### src/rtl/srwm_pkg.sv
package srwm_pkg;

  localparam int WINDOW_MAX_DEF = 16;
  localparam int FRAC_BITS_DEF  = 16;

  localparam int DIST_W    = 32;
  localparam int SCALE_W   = 32;
  localparam int SAMPLES_W = 5;
  localparam int LEN_W     = 5;
  localparam int MIND_W    = 16;

  localparam int CFG_IDX_W  = 4;
  localparam int CFG_DATA_W = 16;

  localparam logic [CFG_IDX_W-1:0] CFG_WINDOW_LENGTH = 4'd0;
  localparam logic [CFG_IDX_W-1:0] CFG_MIN_DISTANCE  = 4'd1;

  localparam logic [LEN_W-1:0]  LEN_RESET  = 5'd15;
  localparam logic [MIND_W-1:0] MIND_RESET = 16'd1;

endpackage

### src/rtl/srwm_ram.sv
module srwm_ram #(
  parameter int WIDTH = srwm_pkg::SCALE_W,
  parameter int DEPTH = srwm_pkg::WINDOW_MAX_DEF,
  localparam int AW = (DEPTH > 1) ? $clog2(DEPTH) : 1
) (
  input  logic             clk,
  input  logic             we,
  input  logic [AW-1:0]    waddr,
  input  logic [WIDTH-1:0] wdata,
  input  logic [AW-1:0]    raddr,
  output logic [WIDTH-1:0] rdata
);

  logic [WIDTH-1:0] mem [DEPTH];

  always_ff @(posedge clk) begin
    if (we) begin
      mem[waddr] <= wdata;
    end
    rdata <= mem[raddr];
  end

endmodule

### src/rtl/scale_ratio_window_median_unit.sv
// Channel | Direction | Ports                                      | Handshake
// in      | input     | in_odom_distance, in_visual_distance       | in_valid / in_ready
// out     | output    | out_scale, out_updated, out_samples_held   | out_valid / out_ready
// cfg     | input     | cfg_index, cfg_data                        | cfg_valid / cfg_ready
//
// An item that causes no update skips the divider and median search. An update
// runs the restoring divider, stores the ratio, then searches for the median
// over n held ratios: each candidate is loaded, then the window is swept with
// one RAM read per cycle, counting ratios below and equal to the candidate.
// Reset is synchronous, active low; held scale starts at 1.0, window empty.
// in_ready is high only while idle; a finished result waits in the output
// register without blocking the next item. cfg_ready is always high.
module scale_ratio_window_median_unit #(
  parameter int WINDOW_MAX = srwm_pkg::WINDOW_MAX_DEF,
  parameter int FRAC_BITS  = srwm_pkg::FRAC_BITS_DEF
) (
  input  logic                             clk,
  input  logic                             rst_n,
  input  logic                             in_valid,
  output logic                             in_ready,
  input  logic [srwm_pkg::DIST_W-1:0]      in_odom_distance,
  input  logic [srwm_pkg::DIST_W-1:0]      in_visual_distance,
  output logic                             out_valid,
  input  logic                             out_ready,
  output logic [srwm_pkg::SCALE_W-1:0]     out_scale,
  output logic                             out_updated,
  output logic [srwm_pkg::SAMPLES_W-1:0]   out_samples_held,
  input  logic                             cfg_valid,
  output logic                             cfg_ready,
  input  logic [srwm_pkg::CFG_IDX_W-1:0]   cfg_index,
  input  logic [srwm_pkg::CFG_DATA_W-1:0]  cfg_data
);

  localparam int IW = (WINDOW_MAX > 1) ? $clog2(WINDOW_MAX) : 1;
  localparam int CW = $clog2(WINDOW_MAX + 1);
  localparam int DW = srwm_pkg::DIST_W + FRAC_BITS;
  localparam int SW = $clog2(DW + 1);
  localparam int RW = srwm_pkg::DIST_W;

  typedef enum logic [2:0] {
    S_IDLE, S_DIV, S_WRITE, S_CAND, S_CLOAD, S_SWEEP, S_TAIL, S_DONE
  } state_t;

  state_t state_r;

  logic [srwm_pkg::LEN_W-1:0]   len_r;
  logic [srwm_pkg::MIND_W-1:0]  mind_r;
  logic [CW-1:0]                count_r;
  logic [IW-1:0]                oldest_r;
  logic [srwm_pkg::SCALE_W-1:0] held_r;
  logic [RW-1:0]                vis_r;
  logic [RW-1:0]                rem_r;
  logic [DW-1:0]                dvd_r;
  logic [SW-1:0]                step_r;
  logic                         upd_r;
  logic [IW-1:0]                ci_r;
  logic [IW-1:0]                j_r;
  logic                         cmpv_r;
  logic [srwm_pkg::SCALE_W-1:0] cand_r;
  logic [CW-1:0]                less_r;
  logic [CW-1:0]                eq_r;
  logic                         out_valid_r;
  logic [srwm_pkg::SCALE_W-1:0] out_scale_r;
  logic                         out_updated_r;
  logic [srwm_pkg::SAMPLES_W-1:0] out_samples_r;

  function automatic logic [IW-1:0] wrap_add(input logic [IW-1:0] a, input logic [IW-1:0] b);
    logic [IW:0] s;
    s = {1'b0, a} + {1'b0, b};
    if (s >= (IW+1)'(WINDOW_MAX)) begin
      s = s - (IW+1)'(WINDOW_MAX);
    end
    return s[IW-1:0];
  endfunction

  logic                 go_upd;
  logic [RW:0]          trial;
  logic                 trial_ge;
  logic [RW:0]          trial_diff;
  logic [srwm_pkg::SCALE_W-1:0] ratio;
  logic [CW-1:0]        eff_len;
  logic                 full;
  logic [IW-1:0]        ins_slot;
  logic [CW-1:0]        cnt1;
  logic [IW-1:0]        old1;
  logic [CW-1:0]        surplus;
  logic [IW-1:0]        old2;
  logic [CW-1:0]        cnt2;
  logic                 ram_we;
  logic [IW-1:0]        ram_raddr;
  logic [srwm_pkg::SCALE_W-1:0] ram_rdata;
  logic [CW-1:0]        less_n;
  logic [CW-1:0]        eq_n;
  logic [CW-1:0]        med_k;
  logic                 found;
  logic                 out_free;

  assign in_ready  = (state_r == S_IDLE);
  assign cfg_ready = 1'b1;
  assign out_valid        = out_valid_r;
  assign out_scale        = out_scale_r;
  assign out_updated      = out_updated_r;
  assign out_samples_held = out_samples_r;
  assign out_free = !out_valid_r || out_ready;

  assign go_upd = (in_odom_distance > RW'(mind_r)) && (in_visual_distance > RW'(mind_r));

  assign trial      = {rem_r, dvd_r[DW-1]};
  assign trial_ge   = trial >= {1'b0, vis_r};
  assign trial_diff = trial - {1'b0, vis_r};
  assign ratio      = (|dvd_r[DW-1:RW]) ? '1 : dvd_r[RW-1:0];

  always_comb begin
    if (len_r == '0) begin
      eff_len = CW'(1);
    end else if (32'(len_r) > WINDOW_MAX) begin
      eff_len = CW'(WINDOW_MAX);
    end else begin
      eff_len = CW'(len_r);
    end
  end

  always_comb begin
    full     = (count_r >= CW'(WINDOW_MAX));
    ins_slot = wrap_add(oldest_r, full ? '0 : count_r[IW-1:0]);
    cnt1     = full ? count_r : count_r + CW'(1);
    old1     = full ? wrap_add(oldest_r, IW'(1)) : oldest_r;
    surplus  = (cnt1 > eff_len) ? cnt1 - eff_len : '0;
    old2     = wrap_add(old1, surplus[IW-1:0]);
    cnt2     = cnt1 - surplus;
  end

  assign ram_we    = (state_r == S_WRITE);
  assign ram_raddr = wrap_add(oldest_r, (state_r == S_CAND) ? ci_r : j_r);

  srwm_ram #(
    .WIDTH (srwm_pkg::SCALE_W),
    .DEPTH (WINDOW_MAX)
  ) u_ram (
    .clk   (clk),
    .we    (ram_we),
    .waddr (ins_slot),
    .wdata (ratio),
    .raddr (ram_raddr),
    .rdata (ram_rdata)
  );

  always_comb begin
    less_n = less_r;
    eq_n   = eq_r;
    if (cmpv_r) begin
      if (ram_rdata < cand_r) begin
        less_n = less_r + CW'(1);
      end
      if (ram_rdata == cand_r) begin
        eq_n = eq_r + CW'(1);
      end
    end
    med_k = count_r >> 1;
    found = (less_n <= med_k) && (med_k < less_n + eq_n);
  end

  always_ff @(posedge clk) begin
    if (!rst_n) begin
      state_r     <= S_IDLE;
      len_r       <= srwm_pkg::LEN_RESET;
      mind_r      <= srwm_pkg::MIND_RESET;
      count_r     <= '0;
      oldest_r    <= '0;
      held_r      <= srwm_pkg::SCALE_W'(1) << FRAC_BITS;
      out_valid_r <= 1'b0;
      cmpv_r      <= 1'b0;
      upd_r       <= 1'b0;
    end else begin
      if (cfg_valid) begin
        unique case (cfg_index)
          srwm_pkg::CFG_WINDOW_LENGTH: len_r  <= cfg_data[srwm_pkg::LEN_W-1:0];
          srwm_pkg::CFG_MIN_DISTANCE:  mind_r <= cfg_data[srwm_pkg::MIND_W-1:0];
          default: ;
        endcase
      end
      if (out_valid_r && out_ready && state_r != S_DONE) begin
        out_valid_r <= 1'b0;
      end
      unique case (state_r)
        S_IDLE: begin
          if (in_valid) begin
            vis_r  <= in_visual_distance;
            rem_r  <= '0;
            dvd_r  <= {in_odom_distance, FRAC_BITS'(0)};
            step_r <= '0;
            upd_r  <= go_upd;
            state_r <= go_upd ? S_DIV : S_DONE;
          end
        end
        S_DIV: begin
          rem_r  <= trial_ge ? trial_diff[RW-1:0] : trial[RW-1:0];
          dvd_r  <= {dvd_r[DW-2:0], trial_ge};
          step_r <= step_r + SW'(1);
          if (step_r == SW'(DW - 1)) begin
            state_r <= S_WRITE;
          end
        end
        S_WRITE: begin
          count_r  <= cnt2;
          oldest_r <= old2;
          ci_r     <= '0;
          state_r  <= S_CAND;
        end
        S_CAND: begin
          state_r <= S_CLOAD;
        end
        S_CLOAD: begin
          cand_r  <= ram_rdata;
          j_r     <= '0;
          less_r  <= '0;
          eq_r    <= '0;
          cmpv_r  <= 1'b0;
          state_r <= S_SWEEP;
        end
        S_SWEEP: begin
          less_r <= less_n;
          eq_r   <= eq_n;
          cmpv_r <= 1'b1;
          if (CW'(j_r) == count_r - CW'(1)) begin
            state_r <= S_TAIL;
          end else begin
            j_r <= j_r + IW'(1);
          end
        end
        S_TAIL: begin
          cmpv_r <= 1'b0;
          if (found) begin
            held_r  <= cand_r;
            state_r <= S_DONE;
          end else begin
            ci_r    <= ci_r + IW'(1);
            state_r <= S_CAND;
          end
        end
        S_DONE: begin
          if (out_free) begin
            out_valid_r   <= 1'b1;
            out_scale_r   <= held_r;
            out_updated_r <= upd_r;
            out_samples_r <= srwm_pkg::SAMPLES_W'(count_r);
            state_r       <= S_IDLE;
          end
        end
        default: state_r <= S_IDLE;
      endcase
    end
  end

`ifndef SYNTHESIS
  a_count_bound: assert property (@(posedge clk) disable iff (!rst_n)
    count_r <= CW'(WINDOW_MAX))
    else $error("window count above depth");

  a_oldest_bound: assert property (@(posedge clk) disable iff (!rst_n)
    32'(oldest_r) < WINDOW_MAX)
    else $error("oldest slot out of range");

  a_rem_bound: assert property (@(posedge clk) disable iff (!rst_n)
    (state_r == S_DIV) |-> (rem_r < vis_r))
    else $error("divider remainder not below divisor");

  a_median_nonempty: assert property (@(posedge clk) disable iff (!rst_n)
    (state_r == S_CAND) |-> (count_r != '0 && count_r <= eff_len))
    else $error("median search over empty or oversized window");

  a_tail_counts: assert property (@(posedge clk) disable iff (!rst_n)
    (state_r == S_TAIL) |-> (less_n + eq_n <= count_r))
    else $error("median counts exceed window");
`endif

endmodule
### config.mk
export PLATFORM = sky130hd
export DESIGN_NAME = scale_ratio_window_median_unit
export DESIGN_NICKNAME = d
export VERILOG_FILES = /design/src/rtl/srwm_pkg.sv /design/src/rtl/srwm_ram.sv /design/src/rtl/scale_ratio_window_median_unit.sv
export SDC_FILE = /design/constraint.sdc
export NUM_CORES = 1
export LEC_CHECK = 0
export ABC_AREA = 1
export BUFFER_PORTS_ARGS = -buffer_cell sky130_fd_sc_hd__buf_2
export CAP_MARGIN = 20
export CORE_ASPECT_RATIO = 1.25
export CORE_MARGIN = 2
export CORE_UTILIZATION = 45
export CTS_CLUSTER_SIZE = 14
export DETAILED_ROUTE_END_ITERATION = 16
export GPL_TIMING_DRIVEN = 0
export SLEW_MARGIN = 20
export SYNTH_ARGS = -nofsm -noshare
export SYNTH_HDL_FRONTEND = slang
export SYNTH_SLANG_ARGS = --single-unit
### constraint.sdc
create_clock -name clk -period 9 [get_ports clk]
set_input_delay 0.45 -clock clk [delete_from_list [all_inputs] [get_ports clk]]
set_output_delay 0.45 -clock clk [all_outputs]
set_load 0.01 [all_outputs]
==> results.txt <==
* Placed Instances: 4457
- Number of sinks handled by clock tree synthesis: 818
* Leakage power: 0.01663 uW
* Run status: completed
* Setup Skew: between 20 and 25 ps
- In this run the count of I/O pins placed on the die edge is 130.
- The worst hold path belongs to the class primary input to register.
- Gate power share: 0.363
* Antenna-violating nets left: 0
- Total nets after synthesis: around 3500
- The floorplan step defined a die boundary enclosing between 80000 and 90000 um2.
- Required arrival time at the worst endpoint: 9390 ps
- Leaving out fill and tap cells, the most frequent cells in the layout are sky130_fd_sc_hd__edfxtp_1 (718), sky130_fd_sc_hd__nand2_1 (405), sky130_fd_sc_hd__inv_1 (402).
- Max-cap violations in this run came to 0.
* Achievable clock frequency: 217.6 MHz
* Critical path cell sequence: inv_2, nor3_4, o21ai_0, ha_1, fa_1, inv_1, clkbuf_1, clkbuf_1, clkbuf_1, o21ai_0, nand2_1, a31oi_1
* Final slew viol count: 0
- Relative to the synthesized area, the layout overhead comes to 15.39%.
* Die X: 259.2 um
* Endpoint type of the worst setup path: register
- Final hold vios: 0
* Share of the synthesized area in the top cell type: 0.5886
- STA classifies the critical path startpoint as a register.
- Sorting the synthesized cells by area gives the leading types as sky130_fd_sc_hd__edfxtp_1 (59%), sky130_fd_sc_hd__dfxtp_1 (5.5%), sky130_fd_sc_hd__ha_1 (4.6%), sky130_fd_sc_hd__o21ai_0 (4.3%), sky130_fd_sc_hd__a21oi_1 (4.2%).
- Of the total power, the clock network draws 0.262.
- The tree is rooted in a sky130_fd_sc_hd__clkbuf_16.
- In the global route stage, overall resource usage came out at 0.2333.
- After detailed routing, the number of vias per cell comes to ~5.3.
- Number of synthesized register bits: 818
- R2r endpoint: u_ram.rdata[1]
- The initial antenna violation count is 2.
- Transition at the pin with the smallest max-transition slack: approximately 940 ps
- Pin count of the biggest net entering global routing: 26
- Critical path startpoint: state_r[0]
- First-pass GRT wire length: between 100 and 150 mm
- The smallest clock period supported by the final layout is computed as roughly 4600 ps.
* Cell with the biggest individual delay on the critical path: sky130_fd_sc_hd__clkbuf_1
- Hpwl dp: 70.28 mm
- For this design, the CTS-stage hold fixing added 27 buffers.
- Number of filler instances in the final layout: approximately 7000
- Yosys printed 0 warnings.
- In this run the worst setup path terminates at u_ram.rdata[1].
- Averaged over all synthesized cells, the footprint is 11.34 um2.
- Leading area contributor after synthesis: sky130_fd_sc_hd__edfxtp_1
* PwrDens: 297.9 nW/um2
- Clk Latency, worst-skew pair: 660 ps
- For this configuration, the core starts out at a cell density of 0.4517.
- Routability-driven placement finished with a final weighted congestion of 0.8914.
* Post-synth EDFFs: about 720
* Highest fanout seen on the critical path: 10
- For this run the aggregate overflow at the end of global routing stands at 0.
- Footprint of the multi-input gates: 11090 um2
* Clock H-tree levels: 3
* Total DRC errors in the routed layout: 0
* TritonCTS clock tree: done
* Std-Cell Core Area: 81100 um2
- Number of nets at the end of the flow: approximately 3700
* PortBufs: roughly 130
- Most common library cell in the layout ignoring fill and taps: sky130_fd_sc_hd__edfxtp_1
* Worst slack after detailed placement: 4455 ps
- R2r startpoint: state_r[0]
- Area occupied by registers: approximately 24000 um2
- For this run, the leading register cell type out of synthesis is sky130_fd_sc_hd__edfxtp_1.
- VDD sags by at most approximately 0.00017 V.
* Final setup TNS: 0 ps
- In the final routed layout, each cell accounts on average for roughly 21 um.
* Distinct cell type count after synthesis: 47
- The number of setup buffers added after CTS is 0.
- Max Buffers Root-to-Sink: 3
- After clock tree synthesis, the clock-pin slew on the worst setup and hold paths is 60 ps.
- P_sw: 4824 uW
- Before antenna repair, the detailed router went through 7 iterations.
- Internal power: ~7800 uW
- The final layout contains routed wiring with a total length of approximately 100 mm.
- Endpoint arrival time on the critical path: ~5000 ps
- Async SR Flop Fraction: 0
- For this run, the slowest stage of the critical path takes 660 ps.
- The via count of the first global-routing pass is 24221.
* Share of post-route cells with drive strength above 1: 0.09975
- Critical Setup Path Class: register to register
- The floorplan has 117 rows.
- The die is 323.0 um tall.
- Setup repair after global routing missed its margin: false
- Cell type with the highest occurrence count on the critical path: sky130_fd_sc_hd__clkbuf_1
* FF-to-FF path depth: 12
- Of the total power, the share spent switching nets is 0.3832.
- Gate Count Post-Synth: 3230
* Total inserted antenna cells: 0
- Setup slack on the worst reg-to-reg path comes out at around 4400 ps.
- The worst pin sits at a relative slew slack of 0.3736.
- Via total after detailed routing: 24687
- Syn Std Cell Area: 36630 um2
* Count of instances resized after the clock tree is built: 0
- Of the total power, registers draw 0.375.
- The finished layout holds between 4000 and 5000 standard cells, fillers aside.
* Sequential fraction of the synthesis area: 0.6433
* Clock buffer count from CTS: 80
- Setup violations remaining at the end of the flow were counted as 0.
- Setup slack on the critical path of the routed design comes to around 4400 ps.
- Dividing the final minimum period by the clock period gives 0.5106.
- DRC marker count from the first detailed-route iteration: 1813
==> worst max-delay path: cells and delay by family (launching register included) <==
family          cells  cell delay (ps)
simple gates        2              440
compound gates      3              740
buf+inv             5             1910
flops               1              390
fa+ha+maj           2              820
==> per-stage QoR <==
stage                     cell area (um2)  hold WS (ps)  total power [uW]  utilization
after floorplan                     36630         403.0              7539            -
after global placement              38610         414.0              9221       0.4761
after detailed placement            39440         412.3              9337       0.4863
after CTS                           42270         6.032             12640       0.5212
after global routing                42270         26.75             13200       0.5212
final                               42270         32.63             12590       0.5212
==> registers in the layout, summed over array words and instances (netlist names), 3 cells and up <==
name,count
less_r,5
u_ram.mem,512
cand_r,32
len_r,5
ci_r,4
vis_r,32
count_r,5
eq_r,5
oldest_r,4
step_r,6
held_r,32
rem_r,32
state_r,3
out_samples_held,5
j_r,4
u_ram.rdata,32
dvd_r,48
mind_r,16
out_scale,32
==> layout make-up <==
class,count,area share
clock buffer,112,0.05361
buffer,137,0.01450
clock inverter,34,0.006897
inverter,408,0.03623
multi-input combinational,1867,0.2623
tap,1071,0.03170
sequential,818,0.5575
timing repair buffer,183,0.03730
==> metal layers <==
| layer | track usage | up-vias | wire length [um] |
|---|---|---|---|
| li1 | - | 11854 | - |
| met1 | 0.2832 | 11984 | 40040 |
| met2 | 0.4242 | 682 | 50630 |
| met3 | 0.03009 | 165 | 4859 |
| met4 | 0.08301 | 2 | 2756 |
| met5 | 0 | - | 10 |
==> how the worst min path moves through the flow <==
stage | from | endpoint | slack [ps] | depth (start not counted)
2_1_floorplan | upd_r | out_updated | 400 | 0
3_3_place_gp | upd_r | out_updated | 410 | 0
3_5_place_dp | upd_r | out_updated | 410 | 0
4_1_cts | in_visual_distance[12] | vis_r[12] | 6 | 1
5_1_grt | in_visual_distance[12] | vis_r[12] | 30 | 1
6_report | in_visual_distance[12] | vis_r[12] | 30 | 1
==> Yosys cell counts (all sizes together) (3+ instances only) <==
cell type and n:
edfxtp 718, inv 407, nand2 407, o21ai 317
a21oi 309, nor2 235, ha 134, mux2i 128
dfxtp 100, nand3 85, clkbuf 83, o211ai 69
buf 54, xor2 42, a31oi 36, nand4 20
xnor2 18, nor4 14, nor3 13, a21o 10
fa 7, o21bai 5, and2 3, or2 3
==> power groups by stage <==
stage	registers, uW	clock network (uW)	logic [uW]
3_3_place_gp	4840	0	4380
4_1_cts	4720	3350	4570
3_5_place_dp	4800	0	4540
2_1_floorplan	4750	0	2790
5_1_grt	4750	3490	4970
6_report	4720	3290	4570
==> cell families after synthesis <==
family	Yosys count	share of synthesized area
compound gates	752	0.1109
xor+xnor	60	0.01486
fa+ha+maj	141	0.04960
buf+inv	545	0.05855
flops	818	0.6433
mux	128	0.03498
other cells	1	0.0001024
simple gates	785	0.08779
Power figures use the tool's default switching activity.
